`src/sbt_pkg.sv`:
```
// sbt_pkg: token kinds, scan modes, keyword table and byte classes for the tokenizer
// used by every module of source_byte_tokenizer
`default_nettype none

package sbt_pkg;

    typedef logic [5:0] kind_t;

    localparam kind_t KIND_ILLEGAL = 6'd0;
    localparam kind_t KIND_EOF     = 6'd1;
    localparam kind_t KIND_IDENT   = 6'd2;
    localparam kind_t KIND_INT     = 6'd3;
    localparam kind_t KIND_ASSIGN  = 6'd4;
    localparam kind_t KIND_EQEQ    = 6'd5;
    localparam kind_t KIND_PLUS    = 6'd6;
    localparam kind_t KIND_MINUS   = 6'd7;
    localparam kind_t KIND_BANG    = 6'd8;
    localparam kind_t KIND_NEQ     = 6'd9;
    localparam kind_t KIND_SLASH   = 6'd10;
    localparam kind_t KIND_STAR    = 6'd11;
    localparam kind_t KIND_LT      = 6'd12;
    localparam kind_t KIND_GT      = 6'd13;
    localparam kind_t KIND_SEMI    = 6'd14;
    localparam kind_t KIND_COMMA   = 6'd15;
    localparam kind_t KIND_LBRACE  = 6'd16;
    localparam kind_t KIND_RBRACE  = 6'd17;
    localparam kind_t KIND_LPAREN  = 6'd18;
    localparam kind_t KIND_RPAREN  = 6'd19;
    localparam kind_t KIND_KW_FUNCTION = 6'd20;
    localparam kind_t KIND_KW_AUTO     = 6'd21;
    localparam kind_t KIND_KW_TRUE     = 6'd22;
    localparam kind_t KIND_KW_FALSE    = 6'd23;
    localparam kind_t KIND_KW_IF       = 6'd24;
    localparam kind_t KIND_KW_ELSE     = 6'd25;
    localparam kind_t KIND_KW_RETURN   = 6'd26;
    localparam kind_t KIND_KW_OUT      = 6'd27;
    localparam kind_t KIND_KW_FOR      = 6'd28;
    localparam kind_t KIND_KW_LOOP     = 6'd29;
    localparam kind_t KIND_KW_AND      = 6'd30;
    localparam kind_t KIND_KW_OR       = 6'd31;
    localparam kind_t KIND_KW_NOT      = 6'd32;
    localparam kind_t KIND_KW_CONTINUE = 6'd33;
    localparam kind_t KIND_KW_BREAK    = 6'd34;
    localparam kind_t KIND_KW_JUMPTO   = 6'd35;
    localparam kind_t KIND_KW_STRING   = 6'd36;
    localparam kind_t KIND_KW_CHAR     = 6'd37;

    localparam logic [7:0] CH_EQ         = 8'h3D;
    localparam logic [7:0] CH_BANG       = 8'h21;
    localparam logic [7:0] CH_UNDERSCORE = 8'h5F;
    localparam logic [7:0] CH_NUL        = 8'h00;

    localparam int LEN_BITS     = 16;
    localparam int OFFSET_BITS  = 16;
    localparam logic [LEN_BITS-1:0] LEN_MAX = 16'hFFFF;

    localparam int KW_MAX_CHARS = 8;
    localparam int KW_COUNT     = 19;

    // keyword text right-aligned, first character in the highest used byte
    localparam logic [8*KW_MAX_CHARS-1:0] KW_TEXT [KW_COUNT] = '{
        64'("function"), 64'("auto"), 64'("true"), 64'("false"), 64'("if"),
        64'("else"), 64'("return"), 64'("out"), 64'("for"), 64'("loop"),
        64'("and"), 64'("or"), 64'("not"), 64'("continue"), 64'("break"),
        64'("jumpto"), 64'("int"), 64'("string"), 64'("char")
    };
    localparam logic [3:0] KW_LEN [KW_COUNT] = '{
        4'd8, 4'd4, 4'd4, 4'd5, 4'd2, 4'd4, 4'd6, 4'd3, 4'd3, 4'd4,
        4'd3, 4'd2, 4'd3, 4'd8, 4'd5, 4'd6, 4'd3, 4'd6, 4'd4
    };
    localparam kind_t KW_KIND [KW_COUNT] = '{
        KIND_KW_FUNCTION, KIND_KW_AUTO, KIND_KW_TRUE, KIND_KW_FALSE, KIND_KW_IF,
        KIND_KW_ELSE, KIND_KW_RETURN, KIND_KW_OUT, KIND_KW_FOR, KIND_KW_LOOP,
        KIND_KW_AND, KIND_KW_OR, KIND_KW_NOT, KIND_KW_CONTINUE, KIND_KW_BREAK,
        KIND_KW_JUMPTO, KIND_INT, KIND_KW_STRING, KIND_KW_CHAR
    };

    typedef enum logic [2:0] {
        MODE_IDLE,
        MODE_WORD,
        MODE_NUM,
        MODE_EQ,
        MODE_BANG
    } scan_mode_t;

    typedef struct packed {
        kind_t                  kind;
        logic [OFFSET_BITS-1:0] start;
        logic [LEN_BITS-1:0]    length;
        logic                   last;
    } token_t;

    typedef struct packed {
        logic [1:0] cnt;
        token_t     e0;
        token_t     e1;
    } push_t;

    localparam int FIFO_DEPTH = 4;
    localparam int FIFO_AW    = 2;

    // keyword k with character j in byte j, zeros beyond its length
    function automatic logic [8*KW_MAX_CHARS-1:0] kw_padded(input int k);
        logic [8*KW_MAX_CHARS-1:0] r;
        int l;
        r = '0;
        l = int'(KW_LEN[k]);
        for (int j = 0; j < KW_MAX_CHARS; j++) begin
            if (j < l) begin
                r[8*j +: 8] = KW_TEXT[k][8*(l-1-j) +: 8];
            end
        end
        return r;
    endfunction

    function automatic logic is_letter(input logic [7:0] b);
        return b inside {[8'h61:8'h7A], [8'h41:8'h5A], CH_UNDERSCORE};
    endfunction

    function automatic logic is_digit(input logic [7:0] b);
        return b inside {[8'h30:8'h39]};
    endfunction

    function automatic logic is_space(input logic [7:0] b);
        return b inside {8'h20, [8'h09:8'h0D]};
    endfunction

    function automatic kind_t single_kind(input logic [7:0] b);
        kind_t k;
        case (b)
            "+": k = KIND_PLUS;
            "-": k = KIND_MINUS;
            "/": k = KIND_SLASH;
            "*": k = KIND_STAR;
            "<": k = KIND_LT;
            ">": k = KIND_GT;
            ";": k = KIND_SEMI;
            ",": k = KIND_COMMA;
            "{": k = KIND_LBRACE;
            "}": k = KIND_RBRACE;
            "(": k = KIND_LPAREN;
            ")": k = KIND_RPAREN;
            default: k = KIND_ILLEGAL;
        endcase
        return k;
    endfunction

endpackage

`default_nettype wire

```
`src/sbt_scanner.sv`:
```
// sbt_scanner: front part, accepts source bytes, tracks scan state and builds tokens
// depends on sbt_pkg; pushes up to two tokens per item into sbt_token_fifo
`default_nettype none

module sbt_scanner #(
    parameter int KEYWORD_CHARS = 8,
    parameter int POSITION_BITS = 16
) (
    input  wire logic          aclk,
    input  wire logic          aresetn,
    input  wire logic          s_tvalid,
    output logic               s_tready,
    input  wire logic [7:0]    s_tdata,
    input  wire logic          s_tlast,
    input  wire logic          fifo_room,
    output sbt_pkg::push_t     push
);
    import sbt_pkg::*;

    localparam int BUF_BITS = 8 * KEYWORD_CHARS;

    scan_mode_t                    mode_reg, mode_next;
    logic [KEYWORD_CHARS-1:0][7:0] buf_reg, buf_next;
    logic [LEN_BITS-1:0]           len_reg, len_next;
    logic [POSITION_BITS-1:0]      start_reg, start_next;
    logic [POSITION_BITS-1:0]      pos_reg, pos_next;

    logic                          accept;
    logic                          eoi;
    logic                          fall;
    logic                          a_v, b_v;
    token_t                        tok_a, tok_b;
    kind_t                         word_kind;
    logic [POSITION_BITS-1:0]      pos_inc;
    logic [LEN_BITS-1:0]           len_inc;

    function automatic token_t make_tok(input kind_t k, input logic [POSITION_BITS-1:0] p,
                                        input logic [LEN_BITS-1:0] l);
        token_t t;
        logic [POSITION_BITS+OFFSET_BITS-1:0] ext;
        ext      = {{OFFSET_BITS{1'b0}}, p};
        t.kind   = k;
        t.start  = ext[OFFSET_BITS-1:0];
        t.length = l;
        t.last   = 1'b0;
        return t;
    endfunction

    assign s_tready = fifo_room;
    assign accept   = s_tvalid & fifo_room;
    assign eoi      = s_tlast | (s_tdata == CH_NUL);
    assign pos_inc  = pos_reg + POSITION_BITS'(1);
    assign len_inc  = (len_reg == LEN_MAX) ? len_reg : len_reg + LEN_BITS'(1);

    // keyword compare in parallel against the whole table
    always_comb begin
        word_kind = KIND_IDENT;
        for (int k = 0; k < KW_COUNT; k++) begin
            if (len_reg == LEN_BITS'(KW_LEN[k]) && buf_reg == BUF_BITS'(kw_padded(k))) begin
                word_kind = KW_KIND[k];
            end
        end
    end

    always_ff @(posedge aclk) begin
        if (!aresetn) begin
            mode_reg  <= MODE_IDLE;
            buf_reg   <= '0;
            len_reg   <= '0;
            start_reg <= '0;
            pos_reg   <= '0;
        end else begin
            mode_reg  <= mode_next;
            buf_reg   <= buf_next;
            len_reg   <= len_next;
            start_reg <= start_next;
            pos_reg   <= pos_next;
        end
    end

    always_comb begin
        mode_next  = mode_reg;
        buf_next   = buf_reg;
        len_next   = len_reg;
        start_next = start_reg;
        pos_next   = pos_reg;
        a_v        = 1'b0;
        b_v        = 1'b0;
        tok_a      = '0;
        tok_b      = '0;
        fall       = 1'b0;
        if (accept) begin
            case (mode_reg)
                MODE_WORD: begin
                    if (!eoi && (is_letter(s_tdata) || is_digit(s_tdata))) begin
                        for (int i = 0; i < KEYWORD_CHARS; i++) begin
                            if (len_reg == LEN_BITS'(i)) begin
                                buf_next[i] = s_tdata;
                            end
                        end
                        len_next = len_inc;
                        pos_next = pos_inc;
                    end else begin
                        a_v   = 1'b1;
                        tok_a = make_tok(word_kind, start_reg, len_reg);
                        fall  = 1'b1;
                    end
                end
                MODE_NUM: begin
                    if (!eoi && is_digit(s_tdata)) begin
                        len_next = len_inc;
                        pos_next = pos_inc;
                    end else begin
                        a_v   = 1'b1;
                        tok_a = make_tok(KIND_INT, start_reg, len_reg);
                        fall  = 1'b1;
                    end
                end
                MODE_EQ, MODE_BANG: begin
                    a_v = 1'b1;
                    if (!eoi && s_tdata == CH_EQ) begin
                        tok_a = make_tok((mode_reg == MODE_EQ) ? KIND_EQEQ : KIND_NEQ,
                                         start_reg, LEN_BITS'(2));
                        mode_next = MODE_IDLE;
                        pos_next  = pos_inc;
                    end else begin
                        tok_a = make_tok((mode_reg == MODE_EQ) ? KIND_ASSIGN : KIND_BANG,
                                         start_reg, LEN_BITS'(1));
                        fall  = 1'b1;
                    end
                end
                default: begin
                    fall = 1'b1;
                end
            endcase

            if (fall) begin
                mode_next = MODE_IDLE;
                if (eoi) begin
                    b_v      = 1'b1;
                    tok_b    = make_tok(KIND_EOF, pos_reg, '0);
                    pos_next = '0;
                end else begin
                    pos_next = pos_inc;
                    if (is_space(s_tdata)) begin
                        mode_next = MODE_IDLE;
                    end else if (s_tdata == CH_EQ) begin
                        mode_next  = MODE_EQ;
                        start_next = pos_reg;
                    end else if (s_tdata == CH_BANG) begin
                        mode_next  = MODE_BANG;
                        start_next = pos_reg;
                    end else if (single_kind(s_tdata) != KIND_ILLEGAL) begin
                        b_v   = 1'b1;
                        tok_b = make_tok(single_kind(s_tdata), pos_reg, LEN_BITS'(1));
                    end else if (is_letter(s_tdata) || is_digit(s_tdata)) begin
                        mode_next   = is_letter(s_tdata) ? MODE_WORD : MODE_NUM;
                        buf_next    = '0;
                        buf_next[0] = s_tdata;
                        len_next    = LEN_BITS'(1);
                        start_next  = pos_reg;
                    end else begin
                        b_v   = 1'b1;
                        tok_b = make_tok(KIND_ILLEGAL, pos_reg, LEN_BITS'(1));
                    end
                end
            end
        end

        push.cnt     = {1'b0, a_v} + {1'b0, b_v};
        push.e0      = a_v ? tok_a : tok_b;
        push.e1      = tok_b;
        push.e0.last = !(a_v && b_v);
        push.e1.last = 1'b1;
    end

endmodule

`default_nettype wire

```
`src/sbt_token_fifo.sv`:
```
// sbt_token_fifo: short token queue between scanner and output stage
// depends on sbt_pkg; takes up to two tokens per cycle, gives one when popped
`default_nettype none

module sbt_token_fifo (
    input  wire logic            aclk,
    input  wire logic            aresetn,
    input  sbt_pkg::push_t       push,
    output logic                 room,
    input  wire logic            pop,
    output logic                 rd_valid,
    output sbt_pkg::token_t      rd_data
);
    import sbt_pkg::*;

    token_t               mem_reg [FIFO_DEPTH];
    token_t               mem_next [FIFO_DEPTH];
    logic [FIFO_AW-1:0]   wr_ptr_reg, wr_ptr_next;
    logic [FIFO_AW-1:0]   rd_ptr_reg, rd_ptr_next;
    logic [FIFO_AW:0]     count_reg, count_next;
    logic [FIFO_AW-1:0]   wr_ptr_1;

    assign room     = count_reg <= (FIFO_AW+1)'(FIFO_DEPTH - 2);
    assign rd_valid = count_reg != '0;
    assign rd_data  = mem_reg[rd_ptr_reg];
    assign wr_ptr_1 = wr_ptr_reg + FIFO_AW'(1);

    always_comb begin
        for (int i = 0; i < FIFO_DEPTH; i++) begin
            mem_next[i] = mem_reg[i];
            if (push.cnt != 2'd0 && wr_ptr_reg == FIFO_AW'(i)) begin
                mem_next[i] = push.e0;
            end
            if (push.cnt == 2'd2 && wr_ptr_1 == FIFO_AW'(i)) begin
                mem_next[i] = push.e1;
            end
        end
        wr_ptr_next = wr_ptr_reg + FIFO_AW'(push.cnt);
        rd_ptr_next = rd_ptr_reg + FIFO_AW'(pop);
        count_next  = count_reg + (FIFO_AW+1)'(push.cnt) - (FIFO_AW+1)'(pop);
    end

    always_ff @(posedge aclk) begin
        if (!aresetn) begin
            wr_ptr_reg <= '0;
            rd_ptr_reg <= '0;
            count_reg  <= '0;
        end else begin
            wr_ptr_reg <= wr_ptr_next;
            rd_ptr_reg <= rd_ptr_next;
            count_reg  <= count_next;
        end
    end

    always_ff @(posedge aclk) begin
        for (int i = 0; i < FIFO_DEPTH; i++) begin
            mem_reg[i] <= mem_next[i];
        end
    end

endmodule

`default_nettype wire

```
`src/sbt_out_stage.sv`:
```
// sbt_out_stage: back part, registered result channel fed from the token queue
// depends on sbt_pkg
`default_nettype none

module sbt_out_stage (
    input  wire logic          aclk,
    input  wire logic          aresetn,
    input  wire logic          rd_valid,
    input  sbt_pkg::token_t    rd_data,
    output logic               pop,
    output logic               m_tvalid,
    input  wire logic          m_tready,
    output logic [31:0]        m_tdata,
    output logic [5:0]         m_tuser,
    output logic               m_tlast
);
    import sbt_pkg::*;

    logic   valid_reg, valid_next;
    token_t tok_reg, tok_next;

    assign pop = rd_valid && (!valid_reg || m_tready);

    always_comb begin
        valid_next = valid_reg;
        tok_next   = tok_reg;
        if (pop) begin
            valid_next = 1'b1;
            tok_next   = rd_data;
        end else if (m_tready) begin
            valid_next = 1'b0;
        end
    end

    always_ff @(posedge aclk) begin
        if (!aresetn) begin
            valid_reg <= 1'b0;
        end else begin
            valid_reg <= valid_next;
        end
    end

    always_ff @(posedge aclk) begin
        tok_reg <= tok_next;
    end

    assign m_tvalid = valid_reg;
    assign m_tdata  = {tok_reg.length, tok_reg.start};
    assign m_tuser  = tok_reg.kind;
    assign m_tlast  = tok_reg.last;

endmodule

`default_nettype wire

```
`src/source_byte_tokenizer.sv`:
```
// source_byte_tokenizer: top level, scanner front, token queue, registered output stage
// depends on sbt_pkg, sbt_scanner, sbt_token_fifo, sbt_out_stage
//
//   port group  dir  tdata                                   tuser         tlast
//   s_          in   byte_value [7:0]                        -             end_of_input
//   m_          out  start_offset [15:0], token_length [31:16] token_kind [5:0] last_of_run
//
// one source byte accepted per cycle while the token queue has room for two tokens
// each byte yields zero, one or two tokens; results leave at one per cycle while m_ is not stalled
// the four-entry queue plus output register let the input run on while m_ stalls, until the queue lacks room
// an accepted byte's tokens are registered in the queue, then in the output register, before reaching m_
// reset: synchronous aresetn clears scan state, byte position, queue and m_tvalid
`default_nettype none

module source_byte_tokenizer #(
    parameter int KEYWORD_CHARS = 8,
    parameter int POSITION_BITS = 16
) (
    input  wire logic          aclk,
    input  wire logic          aresetn,
    input  wire logic          s_tvalid,
    output logic               s_tready,
    input  wire logic [7:0]    s_tdata,   // byte_value
    input  wire logic          s_tlast,
    output logic               m_tvalid,
    input  wire logic          m_tready,
    output logic [31:0]        m_tdata,   // start_offset, token_length
    output logic [5:0]         m_tuser,   // token_kind
    output logic               m_tlast
);
    import sbt_pkg::*;

    push_t  push;
    logic   room;
    logic   pop;
    logic   rd_valid;
    token_t rd_data;

    sbt_scanner #(
        .KEYWORD_CHARS (KEYWORD_CHARS),
        .POSITION_BITS (POSITION_BITS)
    ) u_scanner (
        .aclk      (aclk),
        .aresetn   (aresetn),
        .s_tvalid  (s_tvalid),
        .s_tready  (s_tready),
        .s_tdata   (s_tdata),
        .s_tlast   (s_tlast),
        .fifo_room (room),
        .push      (push)
    );

    sbt_token_fifo u_fifo (
        .aclk     (aclk),
        .aresetn  (aresetn),
        .push     (push),
        .room     (room),
        .pop      (pop),
        .rd_valid (rd_valid),
        .rd_data  (rd_data)
    );

    sbt_out_stage u_out (
        .aclk     (aclk),
        .aresetn  (aresetn),
        .rd_valid (rd_valid),
        .rd_data  (rd_data),
        .pop      (pop),
        .m_tvalid (m_tvalid),
        .m_tready (m_tready),
        .m_tdata  (m_tdata),
        .m_tuser  (m_tuser),
        .m_tlast  (m_tlast)
    );

endmodule

`default_nettype wire

```
`config.mk`:
```
export PLATFORM = sky130hd
export DESIGN_NAME = source_byte_tokenizer
export DESIGN_NICKNAME = d
export VERILOG_FILES = /design/src/sbt_pkg.sv /design/src/sbt_scanner.sv /design/src/sbt_token_fifo.sv /design/src/sbt_out_stage.sv /design/src/source_byte_tokenizer.sv
export SDC_FILE = /design/constraint.sdc
export NUM_CORES = 1
export LEC_CHECK = 0
export BUFFER_PORTS_ARGS = -buffer_cell sky130_fd_sc_hd__buf_2
export CAP_MARGIN = 20
export CELL_PAD_IN_SITES_DETAIL_PLACEMENT = 2
export CELL_PAD_IN_SITES_GLOBAL_PLACEMENT = 2
export CORE_ASPECT_RATIO = 0.9
export CORE_MARGIN = 4
export CORE_UTILIZATION = 44
export DETAILED_ROUTE_END_ITERATION = 8
export GPL_ROUTABILITY_DRIVEN = 1
export PLACE_DENSITY = 0.84
export REMOVE_ABC_BUFFERS = 1
export SKIP_CTS_REPAIR_TIMING = 1
export SLEW_MARGIN = 10
export SYNTH_ARGS = -nofsm -noshare
export SYNTH_HDL_FRONTEND = slang
export SYNTH_HIERARCHICAL = 1
export SYNTH_SLANG_ARGS = --single-unit
```
`constraint.sdc`:
```
create_clock -name aclk -period 7.4 [get_ports aclk]
set_input_delay 0 -clock aclk [delete_from_list [all_inputs] [get_ports aclk]]
set_output_delay 0 -clock aclk [all_outputs]
set_load 0.02 [all_outputs]
```
==> results of run 1 <==
critical path: cells and delay by family (launching register included):
family,cells,cell delay (ns)
flops,1,0.58
fa+ha+maj,1,0.46
buf+inv,2,0.98
compound gates,3,0.93
simple gates,2,0.93
mux,1,0.44
power by group through the flow:
stage	Sequential [mW]	Combinational, mW	Clock, mW
floorplan	2.49	0.457	0
CTS	2.30	1.07	1.92
global route	2.31	1.13	1.99
detailed placement	2.32	1.05	0
finish	2.29	1.07	1.88
global placement	2.29	1.01	0
layout make-up:
cell class / instances / share of cell area
multi-input cells: 938 / 0.421
well taps: 483 / 0.0328
repair buffers: 77 / 0.0250
inverters: 16 / 0.00326
clock inverters: 15 / 0.00848
clock buffers: 53 / 0.0583
flip-flops and latches: 318 / 0.451
cell usage in the layout, fill, tap and decap left out, types with 7 or more instances in the layout:
master,n
a21oi_1,26
a31oi_1,22
and2_1,25
and2_4,9
and3_1,36
and4_1,7
buf_2,53
buf_4,20
clkbuf_1,7
clkbuf_16,37
clkbuf_8,9
clkinv_2,7
conb_1,17
dfxtp_1,121
edfxtp_1,195
ha_1,11
inv_1,15
mux2_1,13
mux2_2,149
mux2_4,10
mux2i_1,25
mux4_2,39
nand2_1,77
nand2b_1,10
nand3_1,44
nand4_1,37
nand4b_1,11
nor2_1,40
nor2b_1,30
nor3_1,26
nor3b_1,8
nor4_1,34
nor4bb_1,8
o21a_1,7
o21ai_0,20
o21ai_1,9
o2bb2ai_1,43
or3_1,22
or4_1,16
xor2_1,7
kinds of logic after synthesis:
family / count (synthesis) / share of synthesized area
buffers and inverters: 106 / 0.0342
and+or+nand+nor: 488 / 0.180
DFF: 318 / 0.504
adders and majority gates: 12 / 0.00955
xor gates and xnor gates: 14 / 0.00909
other: 2 / 0.000455
AOI/OAI and AO/OA: 171 / 0.0751
muxes: 236 / 0.188
how the worst max path moves through the flow:
| stage | startpoint | end | slack (ns) | cells after the start |
|---|---|---|---|---|
| CTS | u_scanner/mode_reg[1]$_SDFFE_PN0P_ | u_fifo/mem_reg[3][5]$_DFFE_PP_ | 2.84 | 9 |
| global placement | s_tdata[2] | u_fifo/mem_reg[3][6]$_DFFE_PP_ | 3.13 | 10 |
| floorplan | u_fifo/count_reg[0]$_SDFF_PN0_ | u_fifo/mem_reg[0][0]$_DFFE_PP_ | 0.68 | 8 |
| detailed placement | s_tdata[2] | u_fifo/mem_reg[3][5]$_DFFE_PP_ | 2.76 | 10 |
| global route | u_scanner/mode_reg[1]$_SDFFE_PN0P_ | u_fifo/mem_reg[3][5]$_DFFE_PP_ | 2.65 | 9 |
| finish | u_scanner/mode_reg[1]$_SDFFE_PN0P_ | u_fifo/mem_reg[3][5]$_DFFE_PP_ | 2.73 | 9 |
metal layers:
layer  global-route usage  up-vias  part of all wire
met4                0.122        2             0.044
met1                0.362     6492              0.41
met3               0.0472      163             0.053
li1                     -     5338                 -
met5                    0        -           0.00022
met2                0.494      420              0.49
==> key figures, run 1 <==
Timing
  – Final Max Tran Viols: 0
  – Least-Margin Pin Slew: 1.10 ns
  – Setup TNS: 0 ns
  – RSZ-0062 raised after global routing: false
  – Hold Slack: around 0.035 ns
  – Fmax: 214 MHz
  – Worst Skew: 0.0195 ns
  – Slew margin rel.: 0.256
  – Final setup vio count: 0
  – Final min period: 4.67 ns
  – Final WS setup: 2.73 ns
  – Final Hold Viols: 0
  – Final period util: 0.631

Place
  – Placed Cells: 1826
  – DP Area: 0.0172 mm2
  – Gpl congestion: 0.920
  – Number of port buffers: 53
  – Dpl hpwl: around 38000 um
  – Post-Place Worst Slack: 2.76 ns

Die
  – DIE AREA: 0.0407 mm2
  – Die Ht: 192 um
  – Initial Util: 0.445
  – Floorplan row count: 67
  – Core area: around 0.037 mm2
  – Die Wd: 212 um
  – I/O pin cnt: 54

Logic synthesis
  – Post-synth top cells: edfxtp_1, mux2_2, dfxtp_1
  – Syn Area/Cell: 12.3 um2
  – Synth unique cells: 90
  – FF+latch count, synth: ~320
  – EDFF count, synth: 195
  – Number of synthesis warnings: 6
  – Sequential-to-total area share from yosys stat: 0.504
  – Asr flop ratio synth: 0
  – Cells after synthesis: about 1300
  – Ranking of synthesized cells by area: edfxtp_1, dfxtp_1, mux2_2, mux4_2, o2bb2ai_1
  – Synth Cell Area: 0.0165 mm2
  – Area share of the largest cell type after synthesis: 0.355
  – Most frequent cell after synthesis: edfxtp_1
  – Post-synth top area cell: edfxtp_1
  – Dominant synthesized flop cell: edfxtp_1

Routing
  – Detail Route Antenna Nets: 0
  – DRT Pass-1 Iters: 5
  – DR vias: approximately 12000
  – Final wirelength: 59900 um
  – DR vias/cell: 6.53
  – Mean routed wirelength per cell: 31.5 um
  – Drc violations: 0
  – Detailed Route Iter0 Violations: 1114

Final layout
  – Post-route design area: about 0.018 mm2
  – Layout cell share with drive strength beyond 1: 0.265
  – Fin util: 0.497
  – Max reg flops: 156
  – Ant diodes: 0
  – Area Growth Syn to Fin: 11.7%
  – Multi-input logic area: 0.00776 mm2
  – Final std cells w/o fill: 1900
  – Storage cell area: 0.00832 mm2
  – Layout fillers: around 3600
  – Final-stage net count: 1413

Worst setup path
  – Critical path class: flip-flop to flip-flop
  – Crit path cell chain: or3b_1 -> a31oi_2 -> a2111oi_0 -> a211oi_4 -> buf_4 -> ha_1 -> and4bb_2 -> buf_4 -> mux2_2
  – Worst-path maximum fanout: 36
  – Cell mode on critical path: buf_4
  – CP arrival: 4.96 ns
  – Worst flop-to-flop path startpoint: u_scanner/mode_reg[1]$_SDFFE_PN0P_
  – Crit-path slowest cell: dfxtp_1
  – CP required: 7.69 ns
  – Worst path max stage delay: 0.58 ns
  – Crit. End Element: flip-flop
  – CP Launch Type: flip-flop
  – R2r endpoint: u_fifo/mem_reg[3][5]$_DFFE_PP_
  – Cells on worst reg2reg path: 9
  – R2R setup slack: 2.73 ns

Job
  – Max_cap viols: 0

CTS
  – Maximum clock path buffer count: 3
  – Worst-Skew Late Latency: between 0.5 and 0.6 ns
  – Root Buffer: clkbuf_16
  – Reg clk slew, reported paths: 0.06 ns
  – CTS buffer count: 37
  – CTS HTree Levels: 2
  – CTS Sinks: 318
  – CTS tree: built

GRT
  – GRT Util Overall: 0.288
  – Initial antenna violation count: 2
  – Total grt overflow: 0
  – First-pass GRT wire length: 88700 um
  – Vias in the first global route: 13500
  – Largest net degree at the start of global routing: 50

Pwr
  – Combinational share of power: 0.204
  – Sequential power share: 0.437
  – Total power: between 5 and 6 mW
  – Int Pwr: 3.64 mW
  – Share of total power in the clock network: 0.359
  – Switching share of power: 0.305
  – Static Leakage: 6.55 nW
  – P per Cell Area: 284 mW/mm2
  – VDD IR max: around 0.00016 V
  – Sw Pwr: 1.60 mW

Min path
  – Hold depth: 4
  – Worst hold endpoint: u_scanner/pos_reg[1]$_SDFFE_PN0P_
  – Worst min-delay path category: input port to flip-flop
  – Hold path startpoint: s_tlast

Status
  – Status: complete, no violations
Note: power is estimated with default switching activity, not from simulation.
==> run 2, diff against run 1 <==
Settings changed: CORE_UTILIZATION 44 to 40, PLACE_DENSITY 0.84 to 0.81.
Clock period 7.4 ns to 4.15 ns, I/O delays scaled along.
==> key figures, run 2 (synthesis gave the netlist of run 1 again) <==
Status
  – Status: complete, no violations

Timing
  – Final Max Tran Viols: 0 (unchanged)
  – RSZ-0062 raised after global routing: false
  – Slew margin rel.: 0.321 (+0.0648)
  – Fmax: 263 MHz (+23%)
  – Least-Margin Pin Slew: 1.00 ns (-0.0964 ns)
  – Worst Skew: 0.0283 ns (+0.00884 ns)
  – Final min period: 3.80 ns (-0.871 ns)
  – Final setup vio count: 0 (unchanged)
  – Final Hold Viols: 0 (unchanged)
  – Final WS setup: 0.352 ns (-2.38 ns)
  – Hold Slack: 0.0986 ns (+0.0635 ns)
  – Final period util: 0.915 (+0.284)

Pwr
  – P per Cell Area: 491 mW/mm2 (+73%)
  – Sequential power share: 0.447 (+0.010)
  – VDD IR max: 0.000444 V (+180%)
  – Combinational share of power: 0.207 (+0.003)
  – Sw Pwr: 2.79 mW (+74%)
  – Share of total power in the clock network: 0.345 (-0.014)
  – Static Leakage: 6.67 nW (+1.8%)
  – Int Pwr: 6.39 mW (+75%)
  – Switching share of power: 0.304 (-0.00109)

Die
  – Initial Util: 0.405 (-0.0392)
  – DIE AREA: 0.0446 mm2 (+9.6%)
  – I/O pin cnt: 54 (unchanged)
  – Floorplan row count: 70 (+4.5%)
  – Die Wd: 222 um (+4.7%)
  – Core area: 0.0407 mm2 (+9.7%)
  – Die Ht: 201 um (+4.7%)

Place
  – Dpl hpwl: 38300 um (+0.95%)
  – Post-Place Worst Slack: 0.286 ns (-2.47 ns)
  – DP Area: 0.0175 mm2 (+2.2%)
  – Number of port buffers: 53 (unchanged)
  – Gpl congestion: 0.927 (+0.73%)

Worst setup path
  – Crit path launch: u_scanner/buf_reg[63]$_SDFFE_PN0P_
  – CP required: 4.44 ns (-3.25 ns)
  – Worst-path maximum fanout: 8 (-78%)
  – CP arrival: 4.09 ns (-0.87 ns)
  – Crit. End Element: flip-flop
  – Critical path class: flip-flop to flip-flop
  – Worst flop-to-flop path startpoint: u_scanner/buf_reg[63]$_SDFFE_PN0P_
  – CP Launch Type: flip-flop

Final layout
  – Layout fillers: 3992 (+12%)
  – Fin util: 0.459 (-0.0375)
  – Multi-input logic area: 0.00775 mm2 (-0.23%)
  – Max reg flops: 156 (unchanged)
  – Layout cell share with drive strength beyond 1: 0.274 (+0.00978)
  – Most frequent cells in the layout: edfxtp_1, mux2_2, dfxtp_1
  – Area Growth Syn to Fin: 13.3%
  – Final-stage net count: 1441 (+2.0%)
  – Commonest non-fill, non-tap cell in the layout: edfxtp_1
  – Storage cell area: 0.00832 mm2 (unchanged)
  – Post-route design area: 0.0187 mm2 (+1.4%)
  – Ant diodes: 0 (unchanged)

CTS
  – Worst-Skew Late Latency: 0.57 ns (about the same)
  – Maximum clock path buffer count: 3 (unchanged)
  – Root Buffer: clkbuf_16
  – Reg clk slew, reported paths: 0.06 ns (about the same)
  – CTS buffer count: 36 (-2.7%)
  – CTS Sinks: 318 (unchanged)
  – CTS HTree Levels: 2 (unchanged)
  – CTS tree: built

Routing
  – Detailed Route Iter0 Violations: 903 (-19%)
  – DR vias: 12300 (-1.3%)
  – DR vias/cell: 6.18 (-5.4%)
  – DRT Pass-1 Iters: 5 (unchanged)
  – Mean routed wirelength per cell: 29.0 um (-7.9%)
  – Detail Route Antenna Nets: 0 (unchanged)
  – Final wirelength: 57600 um (-3.9%)
  – Drc violations: 0 (unchanged)

GRT
  – Total grt overflow: 0 (unchanged)
  – Largest net degree at the start of global routing: 43 (-14%)
  – Initial antenna violation count: 0 (-2)
  – GRT Util Overall: 0.253 (-0.0350)
  – First-pass GRT wire length: 87600 um (-1.3%)
  – Vias in the first global route: 13400 (-0.75%)

Min path
  – Hold path startpoint: s_tdata[5]
  – Worst min-delay path category: input port to flip-flop

Job
  – Max_cap viols: 0 (unchanged)
==> run 2: cell types whose count changed in the layout (fill, tap and decap cells not counted), sizes merged <==
cell	change
buf	+30
clkbuf	-3
clkinv	-1
inv	+1
dlygate4sd3	-1
==> run 2: worst max-delay path, stage by stage (launching register included) <==
cell and delay (ns):
dfxtp_1 0.31, nor3_1 0.59, nand4_1 0.53, or4_1 0.70, o32ai_1 0.39, nor4b_1 0.09
a31oi_1 0.36, a21oi_1 0.25, mux2_1 0.33
==> run 2: worst paths after layout <==
check,slack [ns],end,cells past startpoint
hold reg to reg,0.46,u_scanner/buf_reg[55]$_SDFFE_PN0P_,1
setup reg to reg,0.35,u_fifo/mem_reg[1][34]$_DFFE_PP_,8
setup / recovery,0.35,u_fifo/mem_reg[1][34]$_DFFE_PP_,8
hold / removal,0.1,u_scanner/buf_reg[13]$_SDFFE_PN0P_,3
==> run 2: layout make-up <==
type                       instances  share of cell area
sequential                       318               0.445
multi-input combinational        938               0.414
clock buffer                      50              0.0531
timing repair buffer             106              0.0397
tap                              540              0.0361
clock inverter                    15             0.00843
inverter                          16             0.00321
==> run 2: metal layers <==
metal	routed length (um)	up-vias	global-route usage
li1	-	5380	-
met1	24500	6382	0.325
met2	28700	363	0.440
met3	2350	128	0.0320
met4	1970	0	0.0944
met5	0	-	0
==> run 2: through the flow <==
| step | instances | setup TNS, ns | power [mW] |
|---|---|---|---|
| finish | 1983 | 0 | 9.18 |
| global route | 1983 | 0 | 9.54 |
| CTS | 1981 | 0 | 9.28 |
| detailed placement | 1916 | 0 | 6.05 |
| global placement | 1916 | 0 | 5.91 |
| floorplan | 1272 | -405.54 | 5.25 |
==> run 2: power by group through the flow <==
stage	combinational, mW	sequential [mW]	clock, mW
2_1_floorplan	0.814	4.43	0
3_3_place_gp	1.80	4.12	0
3_5_place_dp	1.89	4.16	0
4_1_cts	1.93	4.11	3.24
5_1_grt	2.01	4.14	3.38
6_report	1.91	4.11	3.17
==> run 3, diff against run 2 <==
Settings changed: HOLD_SLACK_MARGIN from default to 0.15.
==> key figures, run 3 (synthesis gave the netlist of run 1 again) <==
Timing
  – Final Hold Viols: 0 (unchanged)
  – Final period util: 0.935 (+0.0200)
  – Least-Margin Pin Slew: 0.985 ns (-0.0195 ns)
  – Worst Skew: 0.0297 ns (+0.00139 ns)
  – Slew margin rel.: 0.334 (+0.0132)
  – Final setup vio count: 0 (unchanged)
  – Final min period: 3.88 ns (+0.0832 ns)
  – RSZ-0062 raised after global routing: false
  – Fmax: 258 MHz (-2.1%)
  – Final WS setup: 0.269 ns (-0.0832 ns)
  – Final Max Tran Viols: 0 (unchanged)

Final layout
  – Post-route design area: 0.0187 mm2 (about the same)
  – Area Growth Syn to Fin: 13.3% (about the same)
  – Layout cell share with drive strength beyond 1: 0.274 (about the same)
  – Commonest non-fill, non-tap cell in the layout: edfxtp_1
  – Storage cell area: 0.00832 mm2 (unchanged)
  – Ant diodes: 0 (unchanged)
  – Layout fillers: 3991 (-0.025%)
  – Final-stage net count: 1442 (+0.069%)
  – Multi-input logic area: 0.00775 mm2 (unchanged)
  – Fin util: 0.459 (about the same)
  – Max reg flops: 156 (unchanged)
  – Most frequent cells in the layout: edfxtp_1, mux2_2, dfxtp_1

GRT
  – Total grt overflow: 0 (unchanged)
  – Most used routing layer: met2
  – GRT met2 Usage: 0.440 (unchanged)
  – Vias in the first global route: 13400 (unchanged)
  – First-pass GRT wire length: 87600 um (unchanged)
  – Initial antenna violation count: 0 (unchanged)
  – Met3 GRT Util: 0.0320 (unchanged)
  – Largest net degree at the start of global routing: 43 (unchanged)
  – GRT Util Overall: 0.253 (unchanged)
  – Met1 global-route usage: 0.325 (unchanged)

Routing
  – Detailed Route Iter0 Violations: 881 (-2.4%)
  – Detail Route Antenna Nets: 0 (unchanged)
  – DR vias/cell: 6.17 (about the same)
  – Drc violations: 0 (unchanged)
  – Mean routed wirelength per cell: 29.1 um (+0.10%)
  – DRT Pass-1 Iters: 5 (unchanged)
  – Final wirelength: 57700 um (+0.15%)
  – DR vias: 12300 (-0.016%)

CTS
  – CTS Sinks: 318 (unchanged)
  – Root Buffer: clkbuf_16
  – CTS tree: built
  – CTS HTree Levels: 2 (unchanged)
  – Worst-Skew Late Latency: 0.57 ns (about the same)
  – Maximum clock path buffer count: 3 (unchanged)
  – Reg clk slew, reported paths: 0.05 ns (about the same)
  – CTS buffer count: 36 (unchanged)

Worst setup path
  – Critical path class: flip-flop to flip-flop
  – Delay-heaviest family, CP: simple AND/OR/NAND/NOR gates
  – Crit path cell chain: nor3_1 -> nand4_1 -> or4_1 -> o32ai_1 -> nor4b_1 -> a31oi_1 -> a21oi_1 -> mux2_1
  – Crit-path slowest cell: or4_1
  – Crit. End Element: flip-flop
  – CP Launch Type: flip-flop
  – Worst-path maximum fanout: 8 (unchanged)
  – CP arrival: 4.17 ns (+0.08 ns)
  – Worst path bufs/invs: 0 (unchanged)
  – CP required: 4.44 ns (about the same)
  – Worst path max stage delay: 0.71 ns (about the same)

Pwr
  – P per Cell Area: 491 mW/mm2 (-0.11%)
  – VDD IR max: 0.000444 V (-0.12%)
  – Static Leakage: 6.67 nW (about the same)

Die
  – Floorplan row count: 70 (unchanged)
  – Die Ht: 201 um (unchanged)
  – Initial Util: 0.405 (unchanged)
  – DIE AREA: 0.0446 mm2 (unchanged)
  – Core area: 0.0407 mm2 (unchanged)
  – Die Wd: 222 um (unchanged)
  – I/O pin cnt: 54 (unchanged)

Place
  – Post-Place Worst Slack: 0.286 ns (unchanged)
  – Gpl congestion: 0.927 (unchanged)
  – Dpl hpwl: 38300 um (unchanged)
  – DP Area: 0.0175 mm2 (unchanged)
  – Number of port buffers: 53 (unchanged)

Min path
  – Worst min-delay path category: input port to flip-flop

Job
  – Max_cap viols: 0 (unchanged)

Status
  – Status: complete, no violations
run 3: area by class of cell:
| class | count | area share |
|---|---|---|
| clock buffers | 50 | 0.0531 |
| clock inverters | 15 | 0.00843 |
| inverters | 16 | 0.00321 |
| multi-input cells | 938 | 0.414 |
| flip-flops and latches | 318 | 0.445 |
| well taps | 540 | 0.0361 |
| repair buffers | 107 | 0.0403 |
run 3: worst register-to-register path: stages (launching register included):
cell     delay [ns]
dfxtp_1        0.31
nor3_1         0.61
nand4_1        0.55
or4_1          0.72
o32ai_1        0.40
nor4b_1        0.09
a31oi_1        0.37
a21oi_1        0.27
mux2_1         0.33
run 3: final timing paths:
path	startpoint	to	slack (ns)	depth (start not counted)
max	u_scanner/buf_reg[63]$_SDFFE_PN0P_	u_fifo/mem_reg[1][34]$_DFFE_PP_	0.27	8
min	aresetn	u_scanner/buf_reg[7]$_SDFFE_PN0P_	0.12	3
max reg2reg	u_scanner/buf_reg[63]$_SDFFE_PN0P_	u_fifo/mem_reg[1][34]$_DFFE_PP_	0.27	8
min reg2reg	u_scanner/buf_reg[55]$_SDFFE_PN0P_	u_scanner/buf_reg[55]$_SDFFE_PN0P_	0.46	1
run 3: routing by layer:
layer / vias up / wire length (um) / part of all wire
met1: 6381 / 24400 / 0.42
met5: - / 0 / 0
met2: 375 / 28900 / 0.50
met3: 115 / 2540 / 0.044
li1: 5380 / - / -
met4: 0 / 1880 / 0.033
run 3: through the flow:
stage               TNS, ns  hold slack (ns)  total power [mW]  std cells
CTS                       0           -0.197              9.28       1981
global placement          0            0.353              5.91       1916
global route              0            0.152              9.54       1984
finish                    0            0.118              9.18       1984
detailed placement        0            0.380              6.05       1916
floorplan           -405.54            0.116              5.25       1272
run 3: power breakdown:
group | internal (mW) | switching [mW] | total, mW
combinational | 0.694 | 1.21 | 1.90
clock | 1.82 | 1.35 | 3.17
sequential | 3.88 | 0.227 | 4.11
